## config.mk

```make
export PLATFORM = sky130hd
export DESIGN_NAME = dhcpv6_option_field_extractor
export DESIGN_NICKNAME = d
export VERILOG_FILES = /design/src/rtl/d6ofe_pkg.sv /design/src/rtl/d6ofe_core.sv /design/src/rtl/d6ofe_outq.sv /design/src/rtl/dhcpv6_option_field_extractor.sv
export SDC_FILE = /design/constraint.sdc
export NUM_CORES = 2
export LEC_CHECK = 0
export BUFFER_PORTS_ARGS = -buffer_cell sky130_fd_sc_hd__buf_4
export CAP_MARGIN = 20
export CORE_ASPECT_RATIO = 0.75
export CORE_MARGIN = 10
export CORE_UTILIZATION = 50
export CTS_BUF_LIST = sky130_fd_sc_hd__clkbuf_4 sky130_fd_sc_hd__clkbuf_8
export DETAILED_ROUTE_END_ITERATION = 8
export MAX_ROUTING_LAYER = met4
export PLACE_DENSITY = 0.68
export SLEW_MARGIN = 20
export SYNTH_ARGS = -nofsm -noshare
export SYNTH_HDL_FRONTEND = slang
export SYNTH_SLANG_ARGS = --single-unit
```

## constraint.sdc

```tcl
create_clock -name clk -period 13.5 [get_ports clk]
set_input_delay 2.7 -clock clk [delete_from_list [all_inputs] [get_ports clk]]
set_output_delay 2.7 -clock clk [all_outputs]
set_load 0.02 [all_outputs]
```

## src/rtl/d6ofe_pkg.sv

```systemverilog
// Shared types, codes and result builders for the DHCPv6 option field extractor.
package d6ofe_pkg;

  typedef enum logic [2:0] {
    CLS_NONE,
    CLS_IA_NA,
    CLS_IA_TA,
    CLS_ORO,
    CLS_VENDOR
  } cls_t;

  localparam logic [1:0] KIND_MSG_START = 2'd0;
  localparam logic [1:0] KIND_OPT_START = 2'd1;
  localparam logic [1:0] KIND_VALUE     = 2'd2;

  localparam logic [15:0] CODE_IA_NA  = 16'd3;
  localparam logic [15:0] CODE_IA_TA  = 16'd4;
  localparam logic [15:0] CODE_IAADDR = 16'd5;
  localparam logic [15:0] CODE_ORO    = 16'd6;
  localparam logic [15:0] CODE_VENDOR = 16'd17;

  localparam logic [15:0] IA_NA_HDR = 16'd12;
  localparam logic [15:0] IA_TA_HDR = 16'd4;
  localparam logic [15:0] ENT_LEN   = 16'd4;
  localparam logic [15:0] ADDR_LEN  = 16'd16;
  localparam logic [15:0] SUBHDR_LEN = 16'd4;

  localparam logic [2:0] RK_ADDR = 3'd0;
  localparam logic [2:0] RK_ORO  = 3'd1;
  localparam logic [2:0] RK_ENT  = 3'd2;
  localparam logic [2:0] RK_VSUB = 3'd3;
  localparam logic [2:0] RK_WARN = 3'd4;

  localparam logic [2:0] W_IA_SHORT     = 3'd0;
  localparam logic [2:0] W_IAADDR_SHORT = 3'd1;
  localparam logic [2:0] W_IA_OVERRUN   = 3'd2;
  localparam logic [2:0] W_ORO_ODD      = 3'd3;
  localparam logic [2:0] W_VEND_SHORT   = 3'd4;
  localparam logic [2:0] W_VEND_OVERRUN = 3'd5;

  typedef struct packed {
    logic [2:0]  result_kind;
    logic [63:0] address_high;
    logic [63:0] address_low;
    logic [15:0] code_value;
    logic [15:0] length_value;
    logic [31:0] enterprise;
    logic [2:0]  warning_code;
    logic        last;
  } res_t;

  typedef struct packed {
    logic [1:0] n;
    res_t       r0;
    res_t       r1;
  } push_t;

  function automatic res_t res_warn(logic [2:0] code);
    res_t r;
    r = '0;
    r.result_kind  = RK_WARN;
    r.warning_code = code;
    return r;
  endfunction

  function automatic res_t res_code(logic [2:0] kind, logic [15:0] code, logic [15:0] len);
    res_t r;
    r = '0;
    r.result_kind  = kind;
    r.code_value   = code;
    r.length_value = len;
    return r;
  endfunction

endpackage

```

## src/rtl/d6ofe_core.sv

```systemverilog
// Option walker: state registers and the per-word decode that yields up to two results.
module d6ofe_core (
  input  logic                 clk,
  input  logic                 rst_n,
  input  logic                 in_acc,
  input  logic [1:0]           in_kind,
  input  logic [15:0]          in_option_code,
  input  logic [15:0]          in_option_length,
  input  logic [7:0]           in_data_byte,
  output d6ofe_pkg::push_t     push
);

  d6ofe_pkg::cls_t cls_r, cls_nxt;
  logic [15:0]  bytes_left_r, bytes_left_nxt;
  logic [15:0]  byte_pos_r, byte_pos_nxt;
  logic [23:0]  sub_header_r, sub_header_nxt;
  logic [15:0]  sub_left_r, sub_left_nxt;
  logic         sub_is_addr_r, sub_is_addr_nxt;
  logic         walk_stop_r, walk_stop_nxt;
  logic [119:0] addr_shift_r, addr_shift_nxt;
  logic [23:0]  word_shift_r, word_shift_nxt;
  logic         vendor_seen_r, vendor_seen_nxt;
  logic [1:0]   hdr_cnt_r, hdr_cnt_nxt;
  logic [3:0]   addr_cnt_r, addr_cnt_nxt;

  logic         e0_v, e1_v;
  d6ofe_pkg::res_t e0, e1;
  logic [15:0]  bl_dec, decl, use_len;
  logic         over, walk_en, walk_vendor;

  always_comb begin
    cls_nxt         = cls_r;
    bytes_left_nxt  = bytes_left_r;
    byte_pos_nxt    = byte_pos_r;
    sub_header_nxt  = sub_header_r;
    sub_left_nxt    = sub_left_r;
    sub_is_addr_nxt = sub_is_addr_r;
    walk_stop_nxt   = walk_stop_r;
    addr_shift_nxt  = addr_shift_r;
    word_shift_nxt  = word_shift_r;
    vendor_seen_nxt = vendor_seen_r;
    hdr_cnt_nxt     = hdr_cnt_r;
    addr_cnt_nxt    = addr_cnt_r;
    e0_v = 1'b0;
    e1_v = 1'b0;
    e0   = '0;
    e1   = '0;
    walk_en     = 1'b0;
    walk_vendor = 1'b0;
    bl_dec  = bytes_left_r - 16'd1;
    decl    = {sub_header_r[7:0], in_data_byte};
    over    = decl > bl_dec;
    use_len = over ? bl_dec : decl;
    push    = '0;

    if (in_acc && (in_kind == d6ofe_pkg::KIND_MSG_START ||
                   in_kind == d6ofe_pkg::KIND_OPT_START)) begin
      cls_nxt         = d6ofe_pkg::CLS_NONE;
      bytes_left_nxt  = '0;
      byte_pos_nxt    = '0;
      sub_header_nxt  = '0;
      sub_left_nxt    = '0;
      sub_is_addr_nxt = 1'b0;
      walk_stop_nxt   = 1'b0;
      addr_shift_nxt  = '0;
      word_shift_nxt  = '0;
      hdr_cnt_nxt     = '0;
      addr_cnt_nxt    = '0;
    end

    if (in_acc) begin
      case (in_kind)
        d6ofe_pkg::KIND_MSG_START: begin
          vendor_seen_nxt = 1'b0;
        end
        d6ofe_pkg::KIND_OPT_START: begin
          case (in_option_code)
            d6ofe_pkg::CODE_IA_NA, d6ofe_pkg::CODE_IA_TA: begin
              if (in_option_length < ((in_option_code == d6ofe_pkg::CODE_IA_NA) ?
                                      d6ofe_pkg::IA_NA_HDR : d6ofe_pkg::IA_TA_HDR)) begin
                e0_v = 1'b1;
                e0   = d6ofe_pkg::res_warn(d6ofe_pkg::W_IA_SHORT);
              end else begin
                cls_nxt = (in_option_code == d6ofe_pkg::CODE_IA_NA) ?
                          d6ofe_pkg::CLS_IA_NA : d6ofe_pkg::CLS_IA_TA;
                bytes_left_nxt = in_option_length;
              end
            end
            d6ofe_pkg::CODE_ORO: begin
              if (in_option_length[0]) begin
                e0_v = 1'b1;
                e0   = d6ofe_pkg::res_warn(d6ofe_pkg::W_ORO_ODD);
              end
              cls_nxt        = d6ofe_pkg::CLS_ORO;
              bytes_left_nxt = in_option_length;
            end
            d6ofe_pkg::CODE_VENDOR: begin
              if (!vendor_seen_r) begin
                vendor_seen_nxt = 1'b1;
                if (in_option_length < d6ofe_pkg::ENT_LEN) begin
                  e0_v = 1'b1;
                  e0   = d6ofe_pkg::res_warn(d6ofe_pkg::W_VEND_SHORT);
                end else begin
                  cls_nxt        = d6ofe_pkg::CLS_VENDOR;
                  bytes_left_nxt = in_option_length;
                end
              end
            end
            default: ;
          endcase
        end
        d6ofe_pkg::KIND_VALUE: begin
          if (cls_r != d6ofe_pkg::CLS_NONE && bytes_left_r != 16'd0) begin
            bytes_left_nxt = bl_dec;
            byte_pos_nxt   = byte_pos_r + 16'd1;
            case (cls_r)
              d6ofe_pkg::CLS_IA_NA: walk_en = byte_pos_r >= d6ofe_pkg::IA_NA_HDR;
              d6ofe_pkg::CLS_IA_TA: walk_en = byte_pos_r >= d6ofe_pkg::IA_TA_HDR;
              d6ofe_pkg::CLS_ORO: begin
                word_shift_nxt = {word_shift_r[15:0], in_data_byte};
                if (byte_pos_r[0]) begin
                  e0_v = 1'b1;
                  e0   = d6ofe_pkg::res_code(d6ofe_pkg::RK_ORO,
                                             {word_shift_r[7:0], in_data_byte}, 16'd0);
                end
              end
              d6ofe_pkg::CLS_VENDOR: begin
                if (byte_pos_r < d6ofe_pkg::ENT_LEN) begin
                  word_shift_nxt = {word_shift_r[15:0], in_data_byte};
                  if (byte_pos_r == d6ofe_pkg::ENT_LEN - 16'd1) begin
                    e0_v = 1'b1;
                    e0.result_kind = d6ofe_pkg::RK_ENT;
                    e0.enterprise  = {word_shift_r, in_data_byte};
                  end
                end else begin
                  walk_en     = 1'b1;
                  walk_vendor = 1'b1;
                end
              end
              default: ;
            endcase

            if (walk_en) begin
              if (sub_left_r != 16'd0) begin
                sub_left_nxt = sub_left_r - 16'd1;
                if (sub_is_addr_r) begin
                  addr_shift_nxt = {addr_shift_r[111:0], in_data_byte};
                  addr_cnt_nxt   = addr_cnt_r + 4'd1;
                  if (addr_cnt_r == 4'd15) begin
                    e0_v = 1'b1;
                    e0.result_kind  = d6ofe_pkg::RK_ADDR;
                    e0.address_high = addr_shift_r[119:56];
                    e0.address_low  = {addr_shift_r[55:0], in_data_byte};
                    sub_is_addr_nxt = 1'b0;
                  end
                end
              end else if (!walk_stop_r) begin
                if (hdr_cnt_r == 2'd0 && bytes_left_r < d6ofe_pkg::SUBHDR_LEN) begin
                  walk_stop_nxt = 1'b1;
                end else begin
                  sub_header_nxt = {sub_header_r[15:0], in_data_byte};
                  hdr_cnt_nxt    = hdr_cnt_r + 2'd1;
                  if (hdr_cnt_r == 2'd3) begin
                    sub_left_nxt = use_len;
                    if (walk_vendor) begin
                      e0_v = 1'b1;
                      e0   = d6ofe_pkg::res_code(d6ofe_pkg::RK_VSUB,
                                                 sub_header_r[23:8], use_len);
                      e1_v = over;
                      e1   = d6ofe_pkg::res_warn(d6ofe_pkg::W_VEND_OVERRUN);
                    end else begin
                      if (sub_header_r[23:8] == d6ofe_pkg::CODE_IAADDR) begin
                        if (use_len >= d6ofe_pkg::ADDR_LEN) begin
                          sub_is_addr_nxt = 1'b1;
                          addr_cnt_nxt    = '0;
                        end else begin
                          e0_v = 1'b1;
                          e0   = d6ofe_pkg::res_warn(d6ofe_pkg::W_IAADDR_SHORT);
                        end
                      end
                      e1_v = over;
                      e1   = d6ofe_pkg::res_warn(d6ofe_pkg::W_IA_OVERRUN);
                    end
                    if (over) begin
                      walk_stop_nxt = 1'b1;
                    end
                  end
                end
              end
            end
          end
        end
        default: ;
      endcase
    end

    if (e0_v) begin
      push.r0      = e0;
      push.r0.last = !e1_v;
      push.r1      = e1;
      push.r1.last = 1'b1;
      push.n       = e1_v ? 2'd2 : 2'd1;
    end else if (e1_v) begin
      push.r0      = e1;
      push.r0.last = 1'b1;
      push.n       = 2'd1;
    end
  end

  always_ff @(posedge clk) begin
    if (!rst_n) begin
      cls_r         <= d6ofe_pkg::CLS_NONE;
      bytes_left_r  <= '0;
      byte_pos_r    <= '0;
      sub_header_r  <= '0;
      sub_left_r    <= '0;
      sub_is_addr_r <= 1'b0;
      walk_stop_r   <= 1'b0;
      addr_shift_r  <= '0;
      word_shift_r  <= '0;
      vendor_seen_r <= 1'b0;
      hdr_cnt_r     <= '0;
      addr_cnt_r    <= '0;
    end else begin
      cls_r         <= cls_nxt;
      bytes_left_r  <= bytes_left_nxt;
      byte_pos_r    <= byte_pos_nxt;
      sub_header_r  <= sub_header_nxt;
      sub_left_r    <= sub_left_nxt;
      sub_is_addr_r <= sub_is_addr_nxt;
      walk_stop_r   <= walk_stop_nxt;
      addr_shift_r  <= addr_shift_nxt;
      word_shift_r  <= word_shift_nxt;
      vendor_seen_r <= vendor_seen_nxt;
      hdr_cnt_r     <= hdr_cnt_nxt;
      addr_cnt_r    <= addr_cnt_nxt;
    end
  end

endmodule

```

## src/rtl/d6ofe_outq.sv

```systemverilog
// Four-entry result queue: takes up to two results a cycle, hands out one while head_pop is high.
module d6ofe_outq (
  input  logic             clk,
  input  logic             rst_n,
  input  d6ofe_pkg::push_t push,
  output logic             room,
  output logic             head_valid,
  input  logic             head_pop,
  output d6ofe_pkg::res_t  head
);

  localparam int DEPTH = 4;
  localparam int PW    = $clog2(DEPTH);

  d6ofe_pkg::res_t q_mem_r [DEPTH];
  logic [PW-1:0]   wr_ptr_r, wr_ptr_nxt;
  logic [PW-1:0]   rd_ptr_r, rd_ptr_nxt;
  logic [PW:0]     count_r, count_nxt;
  logic            pop;

  assign room       = count_r <= (PW+1)'(DEPTH - 2);
  assign head_valid = count_r != '0;
  assign head       = q_mem_r[rd_ptr_r];
  assign pop        = head_valid && head_pop;

  always_comb begin
    wr_ptr_nxt = wr_ptr_r + PW'(push.n);
    rd_ptr_nxt = rd_ptr_r + PW'(pop);
    count_nxt  = count_r + (PW+1)'(push.n) - (PW+1)'(pop);
  end

  always_ff @(posedge clk) begin
    if (push.n != 2'd0) begin
      q_mem_r[wr_ptr_r] <= push.r0;
    end
    if (push.n == 2'd2) begin
      q_mem_r[wr_ptr_r + PW'(1)] <= push.r1;
    end
  end

  always_ff @(posedge clk) begin
    if (!rst_n) begin
      wr_ptr_r <= '0;
      rd_ptr_r <= '0;
      count_r  <= '0;
    end else begin
      wr_ptr_r <= wr_ptr_nxt;
      rd_ptr_r <= rd_ptr_nxt;
      count_r  <= count_nxt;
    end
  end

endmodule

```

## src/rtl/dhcpv6_option_field_extractor.sv

```systemverilog
// Top level of the DHCPv6 option field extractor: walker plus result queue.
//
// Accepts one input word per clock while in_ready is high. Each word is decoded
// in the cycle it is taken and its zero, one or two results go into a
// four-entry output queue; they are registered there and reach the out_ port
// in order. in_ready is high while the queue has at least two free entries,
// so with out_ready high a word giving one result sustains one word per cycle,
// and the two results of one word leave the queue one at a time. Throughput is
// set by the single read port of the output queue.
module dhcpv6_option_field_extractor (
  input  logic        clk,
  input  logic        rst_n,
  input  logic        in_valid,
  output logic        in_ready,
  input  logic [1:0]  in_kind,
  input  logic [15:0] in_option_code,
  input  logic [15:0] in_option_length,
  input  logic [7:0]  in_data_byte,
  output logic        out_valid,
  input  logic        out_ready,
  output logic [2:0]  out_result_kind,
  output logic [63:0] out_address_high,
  output logic [63:0] out_address_low,
  output logic [15:0] out_code_value,
  output logic [15:0] out_length_value,
  output logic [31:0] out_enterprise,
  output logic [2:0]  out_warning_code,
  output logic        out_last
);

  d6ofe_pkg::push_t push;
  d6ofe_pkg::res_t  head;
  logic             in_acc;

  assign in_acc = in_valid && in_ready;

  d6ofe_core u_core (
    .clk              (clk),
    .rst_n            (rst_n),
    .in_acc           (in_acc),
    .in_kind          (in_kind),
    .in_option_code   (in_option_code),
    .in_option_length (in_option_length),
    .in_data_byte     (in_data_byte),
    .push             (push)
  );

  d6ofe_outq u_outq (
    .clk        (clk),
    .rst_n      (rst_n),
    .push       (push),
    .room       (in_ready),
    .head_valid (out_valid),
    .head_pop   (out_ready),
    .head       (head)
  );

  assign out_result_kind  = head.result_kind;
  assign out_address_high = head.address_high;
  assign out_address_low  = head.address_low;
  assign out_code_value   = head.code_value;
  assign out_length_value = head.length_value;
  assign out_enterprise   = head.enterprise;
  assign out_warning_code = head.warning_code;
  assign out_last         = head.last;

  a_push_shows: assert property (@(posedge clk) disable iff (!rst_n)
    push.n != 2'd0 |=> out_valid)
    else $error("queued result not presented");

  a_empty_room: assert property (@(posedge clk) disable iff (!rst_n)
    !out_valid |-> in_ready)
    else $error("empty queue refuses input");

  a_pair_last: assert property (@(posedge clk) disable iff (!rst_n)
    push.n == 2'd2 |-> (push.r1.last && !push.r0.last))
    else $error("last flag misplaced on result pair");

  a_push_needs_acc: assert property (@(posedge clk) disable iff (!rst_n)
    push.n != 2'd0 |-> in_acc)
    else $error("result pushed without accepted word");

endmodule

```

# --- Word level (Yosys, flattened, before mapping) ---
# Memories as Yosys holds them, arrays and structs flattened. A register that Yosys moved wholly into a read port is not among the register bits.
# Index checks and enable logic that the tools add are counted.
totals:
  elab_cells: 252
  memories: 1
  ff_bits: 235
  ramBits: 796
  inputBits: 46
classes:
  n_reduce_logical: 17
  n_eq_ne: 16
  n_mux: 184
  magnitude_cmp: 9
  addsub: 10
memory_table:
  columns: ["memory", "words", "width", "rd", "rd_ports_with_merged_regs", "wr", "line", "rtl"]
  rows:
  - ["u_outq.q_mem_r", 4, 199, 1, 1, 2, "d6ofe_outq.sv:15", "d6ofe_pkg::res_t q_mem_r [DEPTH];"]
op_table:
  columns: ["op", "n"]
  rows:
  - ["$mux 199", 22]
  - ["$mux 120", 7]
  - ["$pmux 199 s3", 1]
  - ["$pmux 199 s2", 1]
  - ["$mux 16", 20]
  - ["$mux 24", 13]
  - ["$mux 131", 2]
  - ["$mux 201", 1]
  - ["$mux 200", 1]
  - ["$mux 197", 1]
  - ["$mux 160", 1]
  - ["$mux 130", 1]
  - ["$mux 68", 1]
  - ["$mux 1", 64]
  - ["$mux 32", 2]
  - ["$mux 4", 16]
  - ["$pmux 32 s2", 1]
  - ["$eq 16x3->1 const B", 3]
  - ["$lt 16x3->1 const B", 3]
  - ["$pmux 16 s3", 1]
  - ["$pmux 24 s2", 1]
  - ["$eq 16x2->1 const B", 2]
  - ["$pmux 16 s2", 1]
  - ["$reduce_bool 16->1", 2]
  - ["36 further kinds", 68]

# --- Logic depth before layout (Yosys ltp) ---
depth:
  ltp_word: 20
  ltp_mapped: 26

# --- Cells and area by module ---
# Synthesis repeated with hierarchy kept, for this count alone.
unflattened:
  cells_unflattened: 3998
  hier_area_um2: 53984.3
modules_own_cells:
  columns: ["module", "seq_area_each_um2", "area_per_inst_um2", "instances", "cells_each"]
  rows:
  - ["d6ofe_outq", 24043.1, 39192.6, 1, 1972]
  - ["d6ofe_core", 4564.4, 14785.4, 1, 2025]
  - ["dhcpv6_option_field_extractor", 0.0, 6.3, 1, 1]

# --- Worst setup path before layout ---
# OpenSTA, ideal clock, no wires.
synth_path:
  path_type: "in2reg"
  from: "input in_option_code[10]"
  to: "memory u_outq.q_mem_r[0][0] (netlist bit) (enable)"
  n_path_buf: 6
  setup_time_ps: 273
  arrival_ps: 6916
  path_stages: 22
  slack_ps: 6312
  cell_sequence: "nor4_1 nand3_1 nor2_1 nand3_1 ha_1 a21oi_1 nor4b_2 a32oi_1 nor3_1 o21ai_0 nand2_1 o21ai_4 buf_4 buf_4 ha_1 or3_1 clkbuf_1 and2_1 clkbuf_1 clkbuf_1 buf_1 inv_1"
synth_rtl:
  columns: ["item", "line", "rtl"]
  rows:
  - ["from (decl)", "dhcpv6_option_field_extractor.sv:16", "input logic [15:0] in_option_code,"]
  - ["to (decl)", "d6ofe_outq.sv:15", null]

==> results_dict.tcl <==
set metrics [dict create \
    delay_of_the_slowest_critical_path_stage_ns 0.89 \
    maxSlewViolCount 0 \
    drt_iter0_drc 2906 \
    postRouteAntennaNets 0 \
    finClkSkew_ns 0.04857 \
    numCtsBuffers 156 \
    reg2reg_slack_ns 6.06 \
    grt_pass1_wl_um 185800 \
    route.detailed.drc 0 \
    dieArea_um2 93020 \
    cts.root.buffer_cell "clkbuf_8" \
    clock_tree.htree_level_count 4 \
    adder_cell_share_of_the_synthesized_area_pct 1.151 \
    path_cells "buf_4 -> nor4_1 -> nand3_1 -> nor2_1 -> nand3_1 -> ha_1 -> a21oi_1 -> nor4b_2 -> a32oi_1 -> nor3_1 -> o21ai_0 -> nand2_1 -> o21ai_4 -> buf_4 -> inv_2 -> ha_1 -> a21oi_4 -> buf_4 -> buf_4 -> a22o_1" \
    top_delay_family_on_crit_path "compound AO/OA/AOI/OAI gates" \
    worstHoldPathType "reg2reg" \
    dp_hpwl_um 68240 \
    tightest_slew_ns 1.159 \
    drt-pass1-iter-count 6 \
    synth_top_family_by_area "compound AO/OA/AOI/OAI gates" \
    num_io_pins 247 \
    crit_type "in2reg" \
    cts.repair_timing.setup_buffer_count 0 \
    drt-wirelength-per-cell_um 23.84 \
    clock_sinks 1031 \
    cp_dominant_cell_by_count "buf_4" \
    placement.io_buffers 246 \
    worst_slack_at_placement_ns 4.555 \
    synth-compound-area-share_pct 21.78 \
    power_report.internal_total_uw 4845 \
    timing.critical_path.from_type "input pin" \
    ys.flop_type "dfxtp_1" \
    n_antenna_cell 0 \
    yosys_register_bits 1031 \
    fillers 6832 \
    switching_share_pct 25.73 \
    detail_route.wirelength_um 119200 \
    cts-resized-gates 0 \
    hold_viol 0 \
    clkPwrFrac_pct 43.1 \
    layout-drive-gt1-share_pct 20.40 \
    max_freq_mhz 122.0 \
    ys_types 71 \
    die_x_um 348.9 \
    comb_power_share_pct 9.1 \
    asyncSetResetFlopFracSynth_pct 0 \
    vias 31510 \
    layout.nets 3903 \
    floorplan.rows 90 \
    synth_simple_gate_area_share_pct 9.669 \
    yosys-mux-area-fraction_pct 11.42 \
    syn_area_per_cell_um2 10.93 \
    arrival_ns 8.96 \
    netlist_instances 3710 \
    power_per_standard_cell_area_nw_per_um2 141.2 \
    outcome "complete, no violations" \
    antenna_found_initial 2 \
    synth.yosys.seq_area_share_pct 51.39 \
    setup_tns_final_ns 0 \
    unrepaired_setup_endpoints_after_global_routing "false" \
    fin_ws_ns 5.301 \
    clockBufferDepth 3 \
    edff_count_synth 20 \
    syn-num-nets 3791 \
    cts.clk_slew.worst_paths_ns 0.06 \
    mappedNetlistArea_um2 40550 \
    initial_core_utilization_pct 50.44 \
    area_delta_synth_final_pct 13.91 \
    setup.worst_path.end_class "flop" \
    critical_path.slowest_cell "a21oi_4" \
    groute.usage.overall_pct 25.64 \
    holdWs_ns 0.4459 \
    vdd_ir_drop_max_mv 0.1664 \
    power.switching_uw 1679 \
    grt_pass1_vias 31060 \
    insertion_delay_ns 0.85 \
    finalWeightedCongestion 0.9087 \
    hold_buf_count_cts 0 \
    synth-xor-area-share_pct 0.5831 \
    pin_count_of_the_biggest_net_entering_global_routing 193 \
    cellLeakagePower_uw 0.01731 \
    max-slew-margin-rel_pct 21.91 \
    routed_via_density 6.301 \
    floorplan.core_area_um2 80400 \
    global_route.overflow_total 0 \
    setup_violations 0 \
    cts_tree "done" \
    crit_required_ns 14.26 \
    fin_crit_ns 8.199 \
    die_h_um 266.6 \
    timing.final.crit_share_pct 60.73 \
    synth-warning-count 0 \
    max_cap_viols 0 \
    path_buf_inv 5 \
    p_seq_share_pct 47.8 \
    critical_path_peak_fanout 53 \
]
cell families after synthesis:
kind of cell    after synthesis
flops                      1031
fa+ha+maj                    37
simple gates                833
buf+inv                     376
compound gates             1192
xor+xnor                     27
mux                         214
final cells by class:
cell class | instances | area, um2 | share of cell area [%]
sequential | 1031 | 20850 | 45.13
multi-input combinational | 2303 | 18210 | 39.43
clock buffer | 240 | 3009 | 6.514
timing repair buffer | 289 | 2215 | 4.794
tap | 1058 | 1324 | 2.866
clock inverter | 38 | 426.7 | 0.9236
inverter | 41 | 161.4 | 0.3494
registers in the layout, indices dropped and copies added, names as in the netlist, 2 cells and up:
| signal | flops |
|---|---|
| u_outq.q_mem_r | 796 |
| u_core.sub_left_r | 16 |
| u_core.addr_shift_r | 120 |
| u_core.sub_header_r | 24 |
| u_outq.rd_ptr_r | 2 |
| u_core.addr_cnt_r | 4 |
| u_core.hdr_cnt_r | 2 |
| u_outq.wr_ptr_r | 2 |
| u_outq.count_r | 3 |
| u_core.cls_r | 3 |
| u_core.bytes_left_r | 16 |
| u_core.byte_pos_r | 16 |
| u_core.word_shift_r | 24 |
power by group through the flow:
stage	Sequential (uW)	Clock (uW)	Combinational [uW]
after floorplan	3130	0	465
after global placement	3190	0	595
after global routing	3130	2990	636
after detailed placement	3190	0	597
after CTS	3120	2860	597
final	3120	2810	593
metal layers:
layer / global-route usage, % / wire [um] / vias to the layer above
met2: 38.54 / 53700 / 1225
met4: 7.998 / 2768 / 0
met1: 34.86 / 53740 / 15840
li1: - / - / 14240
met5: - / 0 / -
met3: 4.859 / 8975 / 201
per-stage QoR:
stage | utilization, % | total power, uW | cell area [um2] | std cells
6_report | 57.46 | 6523 | 46200 | 5000
5_1_grt | 57.46 | 6750 | 46200 | 5000
4_1_cts | 57.45 | 6573 | 46190 | 5000
3_5_place_dp | 53.17 | 3784 | 42750 | 4722
3_3_place_gp | 53.17 | 3783 | 42750 | 4722
2_1_floorplan | - | 3594 | 40550 | 3710
tightest hold or removal path, delay by kind of cell, from the launching register on:
family,cells,cell delay (ns)
AO/OA/AOI/OAI,1,0.05
flip-flops,1,0.31
AND/OR/NAND/NOR,1,0.05
synthesized netlist by cell type, types with 5 or more instances:
cell	instances	share of area, %
dfxtp_1	1011	50
a22o_1	674	15
nand2_1	341	3.2
a21oi_1	226	2.8
clkbuf_1	217	2.0
mux4_2	199	11
nand3_1	174	2.1
nor2_1	132	1.2
o21ai_1	121	1.5
o21ai_0	51	0.63
buf_4	44	0.81
a22oi_1	39	0.72
buf_2	39	0.48
inv_1	39	0.36
nor3_1	36	0.44
buf_1	35	0.32
ha_1	34	1.0
nand4_1	21	0.32
edfxtp_1	20	1.5
nor4_1	20	0.31
and3_1	16	0.25
mux2i_1	15	0.37
o22ai_1	15	0.23
xor2_1	15	0.32
and2_1	14	0.22
nor2b_1	14	0.22
xnor2_1	12	0.26
nand2b_1	10	0.15
nand3b_1	9	0.17
or3_1	9	0.14
nor4_2	8	0.25
o21a_1	7	0.13
a21o_1	6	0.11
a31oi_1	6	0.093
or2_2	6	0.093
or4_1	6	0.11
a32o_1	5	0.12
a32oi_1	5	0.11
o31ai_1	5	0.093
final timing paths:
check | start | end | cells past startpoint
worst max-delay path | in_option_code[10] | u_outq.q_mem_r[1][171]$_SDFFE_PP0P_ | 20
worst min-delay path | u_outq.q_mem_r[2][36]$_SDFFE_PP0P_ | u_outq.q_mem_r[2][36]$_SDFFE_PP0P_ | 2
worst max register to register | u_core.bytes_left_r[7]$_SDFF_PN0_ | u_outq.q_mem_r[1][171]$_SDFFE_PP0P_ | 20
worst min register to register | u_outq.q_mem_r[2][36]$_SDFFE_PP0P_ | u_outq.q_mem_r[2][36]$_SDFFE_PP0P_ | 2
layout by cell type, fill, tap and decap left out, types with 6 or more instances in the layout:
cell / instances
o21a_1: 7
inv_1: 39
o22ai_1: 15
buf_4: 284
nand2_1: 341
a21oi_1: 223
nor2b_1: 14
clkinvlp_4: 6
a22o_1: 674
o21ai_1: 120
ha_1: 34
clkinv_2: 13
mux4_2: 199
and2_1: 13
clkbuf_8: 193
or3_1: 9
nand3_1: 174
nor3_1: 34
nand4_1: 21
o21ai_0: 51
bufinv_16: 6
a31oi_1: 6
xnor2_1: 12
nor4_1: 19
a21o_1: 6
and3_1: 16
nand3b_1: 9
edfxtp_1: 20
dfxtp_1: 1009
nor2_1: 132
nor4_4: 8
xor2_1: 15
inv_8: 6
or4_1: 6
a22oi_1: 39
nand2b_1: 10
mux2i_1: 15
clkbuf_4: 47
or2_2: 6
(Power assumes the default switching activity.)
